--- config.mk ---
export PLATFORM = sky130hd
export DESIGN_NAME = macd_indicator_stream
export DESIGN_NICKNAME = d
export VERILOG_FILES = /design/src/hw/rtl/mcd_pkg.sv /design/src/hw/rtl/mcd_sequencer.sv /design/src/hw/rtl/mcd_datapath.sv /design/src/hw/rtl/macd_indicator_stream.sv
export SDC_FILE = /design/constraint.sdc
export NUM_CORES = 2
export LEC_CHECK = 0
export BUFFER_PORTS_ARGS = -buffer_cell sky130_fd_sc_hd__buf_2
export CORE_AREA = 2 2 321 291
export CTS_CLUSTER_DIAMETER = 40
export DETAILED_ROUTE_END_ITERATION = 6
export DIE_AREA = 0 0 323 293
export PLACE_DENSITY = 0.68
export SETUP_SLACK_MARGIN = 0.2
export SYNTH_ARGS = -nofsm -noshare
export SYNTH_HDL_FRONTEND = slang
export SYNTH_SLANG_ARGS = --single-unit
--- constraint.sdc ---
create_clock -name clk -period 5.85 [get_ports clk]
set_input_delay 0.585 -clock clk [delete_from_list [all_inputs] [get_ports clk]]
set_output_delay 0.585 -clock clk [all_outputs]
set_load 0.02 [all_outputs]
--- src/hw/rtl/mcd_pkg.sv ---
// Package for the MACD indicator stream: widths, register indexes, the
// microcode word layout and the microcode program itself.
// Depends on nothing; every module of the block imports it.
`default_nettype none

package mcd_pkg;

	localparam int PRICE_W = 32;
	localparam int COEF_F = 16;
	localparam int COEF_W = COEF_F + 1;
	localparam int LINE_W = PRICE_W + 1;
	localparam int HIST_W = PRICE_W + 2;
	localparam int OPND_W = PRICE_W + 2;
	localparam int PROD_W = OPND_W + COEF_W + 1;
	localparam int IN_DATA_W = ((PRICE_W + 7) / 8) * 8;
	localparam int OUT_FIELDS_W = HIST_W + 2 * LINE_W;
	localparam int OUT_DATA_W = ((OUT_FIELDS_W + 7) / 8) * 8;
	localparam int CFG_IDX_W = 2;
	localparam int STEP_W = 4;

	localparam logic [COEF_W-1:0] ONE_COEF = COEF_W'(1) << COEF_F;
	localparam logic [COEF_W-1:0] ALPHA_FAST_RST = COEF_W'(10082);
	localparam logic [COEF_W-1:0] ALPHA_SLOW_RST = COEF_W'(4855);
	localparam logic [COEF_W-1:0] ALPHA_SIGNAL_RST = COEF_W'(13107);
	localparam logic [PROD_W-1:0] ROUND_HALF = PROD_W'(1) << (COEF_F - 1);

	typedef enum logic [CFG_IDX_W-1:0] {
		REG_ALPHA_FAST = 2'd0,
		REG_ALPHA_SLOW = 2'd1,
		REG_ALPHA_SIGNAL = 2'd2
	} reg_idx_t;

	typedef enum logic [1:0] {
		OPND_HOLD,
		OPND_X_FAST,
		OPND_X_SLOW,
		OPND_DIFF_SIG
	} opnd_sel_t;

	typedef enum logic [2:0] {
		ACC_NONE,
		ACC_FAST,
		ACC_SLOW_DIFF,
		ACC_SIGNAL,
		ACC_INIT
	} acc_sel_t;

	typedef enum logic [2:0] {
		JMP_NEXT,
		JMP_WAIT_IN,
		JMP_IF_START,
		JMP_WAIT_OUT,
		JMP_ALWAYS
	} jmp_t;

	localparam logic [STEP_W-1:0] ST_IDLE = 4'd0;
	localparam logic [STEP_W-1:0] ST_LD_FAST = 4'd1;
	localparam logic [STEP_W-1:0] ST_LD_SLOW = 4'd2;
	localparam logic [STEP_W-1:0] ST_MUL_SLOW = 4'd3;
	localparam logic [STEP_W-1:0] ST_ACC_SLOW = 4'd4;
	localparam logic [STEP_W-1:0] ST_LD_SIG = 4'd5;
	localparam logic [STEP_W-1:0] ST_MUL_SIG = 4'd6;
	localparam logic [STEP_W-1:0] ST_ACC_SIG = 4'd7;
	localparam logic [STEP_W-1:0] ST_EMIT = 4'd8;
	localparam logic [STEP_W-1:0] ST_INIT = 4'd9;

	typedef struct packed {
		opnd_sel_t opnd;
		logic mul_en;
		acc_sel_t acc;
		logic emit;
		jmp_t jmp;
		logic [STEP_W-1:0] target;
	} uword_t;

	typedef struct packed {
		logic ld_price;
		opnd_sel_t opnd;
		logic mul_en;
		acc_sel_t acc;
		logic emit;
	} dp_ctrl_t;

	function automatic uword_t ucode(input logic [STEP_W-1:0] step);
		uword_t w;
		w = '{opnd: OPND_HOLD, mul_en: 1'b0, acc: ACC_NONE, emit: 1'b0,
			jmp: JMP_ALWAYS, target: ST_IDLE};
		case (step)
			ST_IDLE: begin
				w.jmp = JMP_WAIT_IN;
			end
			ST_LD_FAST: begin
				w.opnd = OPND_X_FAST;
				w.jmp = JMP_IF_START;
				w.target = ST_INIT;
			end
			ST_LD_SLOW: begin
				w.opnd = OPND_X_SLOW;
				w.mul_en = 1'b1;
				w.jmp = JMP_NEXT;
			end
			ST_MUL_SLOW: begin
				w.mul_en = 1'b1;
				w.acc = ACC_FAST;
				w.jmp = JMP_NEXT;
			end
			ST_ACC_SLOW: begin
				w.acc = ACC_SLOW_DIFF;
				w.jmp = JMP_NEXT;
			end
			ST_LD_SIG: begin
				w.opnd = OPND_DIFF_SIG;
				w.jmp = JMP_NEXT;
			end
			ST_MUL_SIG: begin
				w.mul_en = 1'b1;
				w.jmp = JMP_NEXT;
			end
			ST_ACC_SIG: begin
				w.acc = ACC_SIGNAL;
				w.jmp = JMP_NEXT;
			end
			ST_EMIT: begin
				w.emit = 1'b1;
				w.jmp = JMP_WAIT_OUT;
				w.target = ST_IDLE;
			end
			ST_INIT: begin
				w.acc = ACC_INIT;
				w.jmp = JMP_ALWAYS;
				w.target = ST_EMIT;
			end
			default: begin
				w.jmp = JMP_ALWAYS;
				w.target = ST_IDLE;
			end
		endcase
		return w;
	endfunction

endpackage

`default_nettype wire

--- src/hw/rtl/mcd_sequencer.sv ---
// Microcode sequencer: step counter, program lookup and jump logic.
// Depends on mcd_pkg for the program and the control word types.
`default_nettype none

module mcd_sequencer
	import mcd_pkg::*;
(
	input  wire logic     clk,
	input  wire logic     arst_n,
	input  wire logic     in_valid,
	input  wire logic     in_start,
	input  wire logic     out_free,
	output logic          in_ready,
	output dp_ctrl_t      ctrl
);

	logic [STEP_W-1:0] step_q;
	logic [STEP_W-1:0] step_nx;
	logic              start_q;
	logic              in_fire;
	uword_t            uw;

	assign uw = ucode(step_q);
	assign in_ready = (uw.jmp == JMP_WAIT_IN);
	assign in_fire = in_ready && in_valid;

	always_comb begin
		step_nx = step_q;
		case (uw.jmp)
			JMP_NEXT: step_nx = step_q + STEP_W'(1);
			JMP_WAIT_IN: step_nx = in_fire ? step_q + STEP_W'(1) : step_q;
			JMP_IF_START: step_nx = start_q ? uw.target : step_q + STEP_W'(1);
			JMP_WAIT_OUT: step_nx = out_free ? uw.target : step_q;
			JMP_ALWAYS: step_nx = uw.target;
			default: step_nx = ST_IDLE;
		endcase
	end

	always_comb begin
		ctrl.ld_price = in_fire;
		ctrl.opnd = uw.opnd;
		ctrl.mul_en = uw.mul_en;
		ctrl.acc = uw.acc;
		ctrl.emit = uw.emit && out_free;
	end

	always_ff @(posedge clk or negedge arst_n) begin
		if (!arst_n) begin
			step_q <= ST_IDLE;
			start_q <= 1'b0;
		end else begin
			step_q <= step_nx;
			if (in_fire) begin
				start_q <= in_start;
			end
		end
	end

endmodule

`default_nettype wire

--- src/hw/rtl/mcd_datapath.sv ---
// Datapath: operand registers, the shared multiplier with rounding, the three
// averages and the output register. Driven by control words from mcd_sequencer.
// Depends on mcd_pkg.
`default_nettype none

module mcd_datapath
	import mcd_pkg::*;
(
	input  wire logic              clk,
	input  wire logic              arst_n,
	input  wire dp_ctrl_t          ctrl,
	input  wire logic [PRICE_W-1:0] price,
	input  wire logic [COEF_W-1:0] alpha_fast,
	input  wire logic [COEF_W-1:0] alpha_slow,
	input  wire logic [COEF_W-1:0] alpha_signal,
	input  wire logic              out_ready,
	output logic                   out_valid,
	output logic                   out_free,
	output logic signed [HIST_W-1:0] histogram,
	output logic signed [LINE_W-1:0] diff_line,
	output logic signed [LINE_W-1:0] signal_line
);

	logic [PRICE_W-1:0]        price_q;
	logic [PRICE_W-1:0]        fast_q;
	logic [PRICE_W-1:0]        slow_q;
	logic signed [LINE_W-1:0]  sig_q;
	logic signed [LINE_W-1:0]  diff_q;
	logic signed [OPND_W-1:0]  opnd_q;
	logic [COEF_W-1:0]         coef_q;
	logic signed [PROD_W-1:0]  prod_q;
	logic                      out_valid_q;
	logic signed [HIST_W-1:0]  hist_q;
	logic signed [LINE_W-1:0]  diff_out_q;
	logic signed [LINE_W-1:0]  sig_out_q;

	logic signed [OPND_W-1:0]  price_x;
	logic signed [OPND_W-1:0]  fast_x;
	logic signed [OPND_W-1:0]  slow_x;
	logic signed [OPND_W-1:0]  sig_x;
	logic signed [OPND_W-1:0]  diff_x;
	logic signed [PROD_W-1:0]  prod_rnd;
	logic signed [OPND_W-1:0]  step_d;
	logic signed [OPND_W-1:0]  fast_nx;
	logic signed [OPND_W-1:0]  slow_nx;
	logic signed [OPND_W-1:0]  sig_nx;
	logic signed [OPND_W-1:0]  diff_nx;
	logic signed [HIST_W-1:0]  hist_nx;

	assign price_x = signed'({2'b00, price_q});
	assign fast_x = signed'({2'b00, fast_q});
	assign slow_x = signed'({2'b00, slow_q});
	assign sig_x = OPND_W'(sig_q);
	assign diff_x = OPND_W'(diff_q);

	// Round to nearest with ties toward plus infinity, then drop the fraction.
	assign prod_rnd = prod_q + signed'(ROUND_HALF);
	assign step_d = prod_rnd[COEF_F +: OPND_W];

	assign fast_nx = fast_x + step_d;
	assign slow_nx = slow_x + step_d;
	assign sig_nx = sig_x + step_d;
	assign diff_nx = fast_x - slow_nx;
	assign hist_nx = HIST_W'(diff_q) - HIST_W'(sig_q);

	assign out_free = !out_valid_q || out_ready;
	assign out_valid = out_valid_q;
	assign histogram = hist_q;
	assign diff_line = diff_out_q;
	assign signal_line = sig_out_q;

	always_ff @(posedge clk) begin
		if (ctrl.ld_price) begin
			price_q <= price;
		end
		case (ctrl.opnd)
			OPND_X_FAST: begin
				opnd_q <= price_x - fast_x;
				coef_q <= alpha_fast;
			end
			OPND_X_SLOW: begin
				opnd_q <= price_x - slow_x;
				coef_q <= alpha_slow;
			end
			OPND_DIFF_SIG: begin
				opnd_q <= diff_x - sig_x;
				coef_q <= alpha_signal;
			end
			default: begin
			end
		endcase
		if (ctrl.mul_en) begin
			prod_q <= PROD_W'(opnd_q) * PROD_W'(signed'({1'b0, coef_q}));
		end
		case (ctrl.acc)
			ACC_SLOW_DIFF: diff_q <= diff_nx[LINE_W-1:0];
			ACC_INIT: diff_q <= '0;
			default: begin
			end
		endcase
		if (ctrl.emit) begin
			hist_q <= hist_nx;
			diff_out_q <= diff_q;
			sig_out_q <= sig_q;
		end
	end

	always_ff @(posedge clk or negedge arst_n) begin
		if (!arst_n) begin
			fast_q <= '0;
			slow_q <= '0;
			sig_q <= '0;
			out_valid_q <= 1'b0;
		end else begin
			case (ctrl.acc)
				ACC_FAST: fast_q <= fast_nx[PRICE_W-1:0];
				ACC_SLOW_DIFF: slow_q <= slow_nx[PRICE_W-1:0];
				ACC_SIGNAL: sig_q <= sig_nx[LINE_W-1:0];
				ACC_INIT: begin
					fast_q <= price_q;
					slow_q <= price_q;
					sig_q <= '0;
				end
				default: begin
				end
			endcase
			if (ctrl.emit) begin
				out_valid_q <= 1'b1;
			end else if (out_ready) begin
				out_valid_q <= 1'b0;
			end
		end
	end

endmodule

`default_nettype wire

--- src/hw/rtl/macd_indicator_stream.sv ---
// Top level of the MACD indicator stream: coefficient registers, stream ports,
// and the sequencer and datapath. Depends on mcd_pkg, mcd_sequencer, mcd_datapath.
`default_nettype none

// One price sample per request gives one result of histogram, diff line and
// signal line. A sample is finished before the next one is taken, because the
// three average updates share a single multiplier and follow the program
// steps one after another; a sample that starts a series skips the multiplier
// steps and goes through the init step. A finished result waits in the output
// register, so the next sample is already processed while it is not taken, up
// to the emit step. Coefficients written above one are held at exactly one.
module macd_indicator_stream
	import mcd_pkg::*;
(
	input  wire logic                  clk,
	input  wire logic                  arst_n,
	input  wire logic                  s_tvalid,
	output logic                       s_tready,
	input  wire logic [IN_DATA_W-1:0]  s_tdata,  // price
	input  wire logic [0:0]            s_tuser,  // series_start
	output logic                       m_tvalid,
	input  wire logic                  m_tready,
	output logic [OUT_DATA_W-1:0]      m_tdata,  // histogram, diff_line, signal_line
	input  wire logic                  cfg_we,
	input  wire logic [CFG_IDX_W-1:0]  cfg_index,
	input  wire logic [COEF_W-1:0]     cfg_data
);

	logic [COEF_W-1:0]        alpha_fast_q;
	logic [COEF_W-1:0]        alpha_slow_q;
	logic [COEF_W-1:0]        alpha_signal_q;
	logic [COEF_W-1:0]        cfg_sat;
	dp_ctrl_t                 ctrl;
	logic                     out_free;
	logic signed [HIST_W-1:0] histogram;
	logic signed [LINE_W-1:0] diff_line;
	logic signed [LINE_W-1:0] signal_line;

	assign cfg_sat = (cfg_data > ONE_COEF) ? ONE_COEF : cfg_data;

	always_ff @(posedge clk or negedge arst_n) begin
		if (!arst_n) begin
			alpha_fast_q <= ALPHA_FAST_RST;
			alpha_slow_q <= ALPHA_SLOW_RST;
			alpha_signal_q <= ALPHA_SIGNAL_RST;
		end else if (cfg_we) begin
			case (cfg_index)
				REG_ALPHA_FAST: alpha_fast_q <= cfg_sat;
				REG_ALPHA_SLOW: alpha_slow_q <= cfg_sat;
				REG_ALPHA_SIGNAL: alpha_signal_q <= cfg_sat;
				default: begin
				end
			endcase
		end
	end

	mcd_sequencer u_seq (
		.clk      (clk),
		.arst_n   (arst_n),
		.in_valid (s_tvalid),
		.in_start (s_tuser[0]),
		.out_free (out_free),
		.in_ready (s_tready),
		.ctrl     (ctrl)
	);

	mcd_datapath u_dp (
		.clk          (clk),
		.arst_n       (arst_n),
		.ctrl         (ctrl),
		.price        (s_tdata[PRICE_W-1:0]),
		.alpha_fast   (alpha_fast_q),
		.alpha_slow   (alpha_slow_q),
		.alpha_signal (alpha_signal_q),
		.out_ready    (m_tready),
		.out_valid    (m_tvalid),
		.out_free     (out_free),
		.histogram    (histogram),
		.diff_line    (diff_line),
		.signal_line  (signal_line)
	);

	assign m_tdata = {(OUT_DATA_W - OUT_FIELDS_W)'(0), signal_line, diff_line, histogram};

`ifndef SYNTHESIS
	// A result is only written into a free output register.
	assert property (@(posedge clk) disable iff (!arst_n)
		ctrl.emit |-> (!m_tvalid || m_tready))
		else $error("result written over a pending result");

	// Once a request is taken, the sequencer is busy on the next cycle.
	assert property (@(posedge clk) disable iff (!arst_n)
		(s_tvalid && s_tready) |=> !s_tready)
		else $error("second request taken while one is in progress");

	// Coefficients never exceed one.
	assert property (@(posedge clk) disable iff (!arst_n)
		(alpha_fast_q <= ONE_COEF) && (alpha_slow_q <= ONE_COEF)
		&& (alpha_signal_q <= ONE_COEF))
		else $error("coefficient register above one");
`endif

endmodule

`default_nettype wire
==> results.txt <==
outcome: complete, but fails checks
failing checks: hold timing, setup timing
Die X: 323 microns
drt drc: 0
DR vias/cell: 5.54
YS warnings: 0
worst setup margin: -0.402 ns
DR iter-0 viols: 3,164
most frequent cells in the layout: 777 x inv_1, 511 x fa_1, 501 x nand2_1
Buffers on Ports: 158
crit path time final: 6.25 ns
Syn Inst Count: 4,844
Final setup violation count: 28
Worst Reg-to-Reg Cells: 26
TritonCTS Buffers: 53
Hold-fix buffers, CTS: 0
I/O pins: 163
Primary FF master, synth: edfxtp_1
crit path launch type: flop
GRT overflow: 0
pins over their slew limit: 0
Pre-Repair DR Iteration Count: 6
post-synthesis async set-or-reset flop share: 0.381
Total Nets Final: 6,226
Die ar.: 94,600 sq um
RSZ-0062 raised after global routing: yes
placed cell count: 6,404
largest family of logic cells by synthesized area: adder cells
Initial Utilization: 0.499
Area Growth Syn to Fin: 17.9%
Compound-Gate Fraction of Synth Area: 0.137
DPL Wire Length: 101 mm
Layout Skew: 0.0414 ns
die outline height: 293 microns
first-pass GRT wire length: 200 mm
Post-Syn Area per Cell: 9.37 sq um
post-synthesis mux area share: 0.00419
Setup CP Type: flop to flop
CP endpoint kind: flop
Clock Tree Root: clkbuf_16
hold_ws: -0.000807 ns
Cell Rows: 105
CTS tree: built
initial antenna violation count: 4
adder-cell area share of the yosys netlist: 0.330
fill count: 7,891
Final Hold Fails: 1
Synth Register Bits: 404
crit share post-route: 1.07
sequential area share after synthesis: 0.251
area of the core: 90,900 sq um
Vias: 36.4k
number of global-route vias before repair: 36.0k
highest clock rate: 160 MHz
Sink Count: 404
post-synthesis cell area: 45,400 sq um
clock buffer depth: 3
WL final: 128 mm
layout cells sized above 1: 0.175
dominant cell type by area after synthesis: fa_1
DR WL/cell: 19.5 microns
synth top area cells: fa_1 24%, edfxtp_1 17%, ha_1 9.4%
register cell area after layout: 11,400 sq um
GRT Util Overall: 0.271
DRT antenna net count: 0
largest net degree at the start of global routing: 90
Unique masters post-synth: 89
htree depth: 2
Synth Area in XOR/XNOR: 0.0489
clk_lat worst skew: 0.65 ns
Synth Area in Simple Gates: 0.148
MaxCap Viol Count: 0
most common cell after layout, fill and taps aside: inv_1
Worst Path Max Fanout: 5
Slew Limit Headroom: 0.222
min-delay worst type: primary input to async pin
CTS clk-pin slew, worst paths: 0.06 ns
multi-input logic area: 31,500 sq um
required time worst endpoint: 6.30 ns
Slew @ Worst Pin: 1.16 ns
Crit path arrival time: 6.71 ns
number of flops mapped to enable cells by yosys: 250
post-synth top area share: 0.236
Finished Layout Cells: 6,569
Placer Congestion: 0.962
aggregate negative setup slack: -7.10 ns
-- worst max-delay path, cell delays in order (launching register included) --
cell and delay (ns):
edfxtp_1 0.44, buf_12 0.17, buf_4 0.14, and2_4 0.13, fa_1 0.49, inv_2 0.04, fa_2 0.53, fa_1 0.41
fa_1 0.52, inv_1 0.05, fa_1 0.49, inv_2 0.04, fa_1 0.51, inv_2 0.05, ha_4 0.28, o21ai_2 0.06
a32oi_2 0.16, buf_4 0.15, nand4_1 0.08, a21oi_2 0.17, nor2_4 0.07, buf_6 0.13, a31o_4 0.24, a21oi_4 0.19
a21oi_4 0.10, a211o_1 0.32, o311ai_2 0.08
-- timing repair --
item | 4_1_cts | 5_1_grt
resized for setup | 95 | 136
cloned | 1 | 2
setup endpoints to repair | 32 | 43
pin swaps | 90 | 120
buffers inserted | 19 | 41
-- final cells by class --
cell class | instances | area share
diodes | 2 | 0.0000935
clock buffers | 58 | 0.0253
clock inverters | 42 | 0.00818
inverters | 803 | 0.0563
multi-input cells | 3472 | 0.588
flip-flops and latches | 404 | 0.213
well taps | 1230 | 0.0288
repair buffers | 558 | 0.0802
-- cells in the mapped netlist, types with 128 or more instances --
cell type / instances
and2_1: 345
edfxtp_1: 250
ha_1: 341
xnor2_1: 151
fa_1: 536
a21oi_1: 234
nand2_1: 508
inv_1: 803
dfrtp_1: 130
a21o_1: 128
clkbuf_1: 156
o21ai_0: 249
nor2_1: 180
-- final timing paths --
path                                start                end  slack (ns)
hold / removal                     arst_n   alpha_slow_q[15]     -0.0008
min in group clk               s_tdata[0]    u_dp.price_q[0]        0.11
setup / recovery           u_dp.coef_q[6]    u_dp.prod_q[47]       -0.40
setup reg to reg           u_dp.coef_q[6]    u_dp.prod_q[47]       -0.40
max in group asynchronous          arst_n     u_dp.fast_q[1]        4.22
hold reg to reg            u_dp.diff_q[0]  u_dp.diff_line[0]        0.46
-- kinds of logic after synthesis --
family / count (synthesis)
AND/OR/NAND/NOR: 1358
buffers and inverters: 971
AO/OA/AOI/OAI: 963
adder cells (fa/ha/maj): 877
flip-flops: 404
XOR/XNOR: 252
multiplexers: 18
other: 1
-- routing by layer --
layer | GRT usage | wire, microns | up-vias
met5 | 0 | 12 | -
met3 | 0.0372 | 8320 | 194
met1 | 0.387 | 56600 | 18111
met2 | 0.431 | 59400 | 1166
li1 | - | - | 16911
met4 | 0.0775 | 3680 | 2
-- sequential cells by signal, indices dropped and copies added (netlist names), 33 cells and up --
signal            cells
u_dp.diff_line       33
u_dp.sig_q           33
u_dp.histogram       34
u_dp.signal_line     33
u_dp.diff_q          33
u_dp.opnd_q          34
u_dp.prod_q          34
-- through the flow --
step | util | hold slack (ns) | instance area [sq um] | setup WS, ns
2_1_floorplan | - | 0.289 | 45800 | -0.0510
3_3_place_gp | 0.553 | 0.435 | 50300 | -0.386
3_5_place_dp | 0.553 | 0.451 | 50300 | -0.495
4_1_cts | 0.579 | 0.0545 | 52600 | -0.320
5_1_grt | 0.589 | 0.0832 | 53500 | -0.566
6_report | 0.589 | -0.000807 | 53500 | -0.402
Power is left out: the tool's default activity adds up to more than one toggle a clock period on the data nets, which glitch-free logic cannot reach.
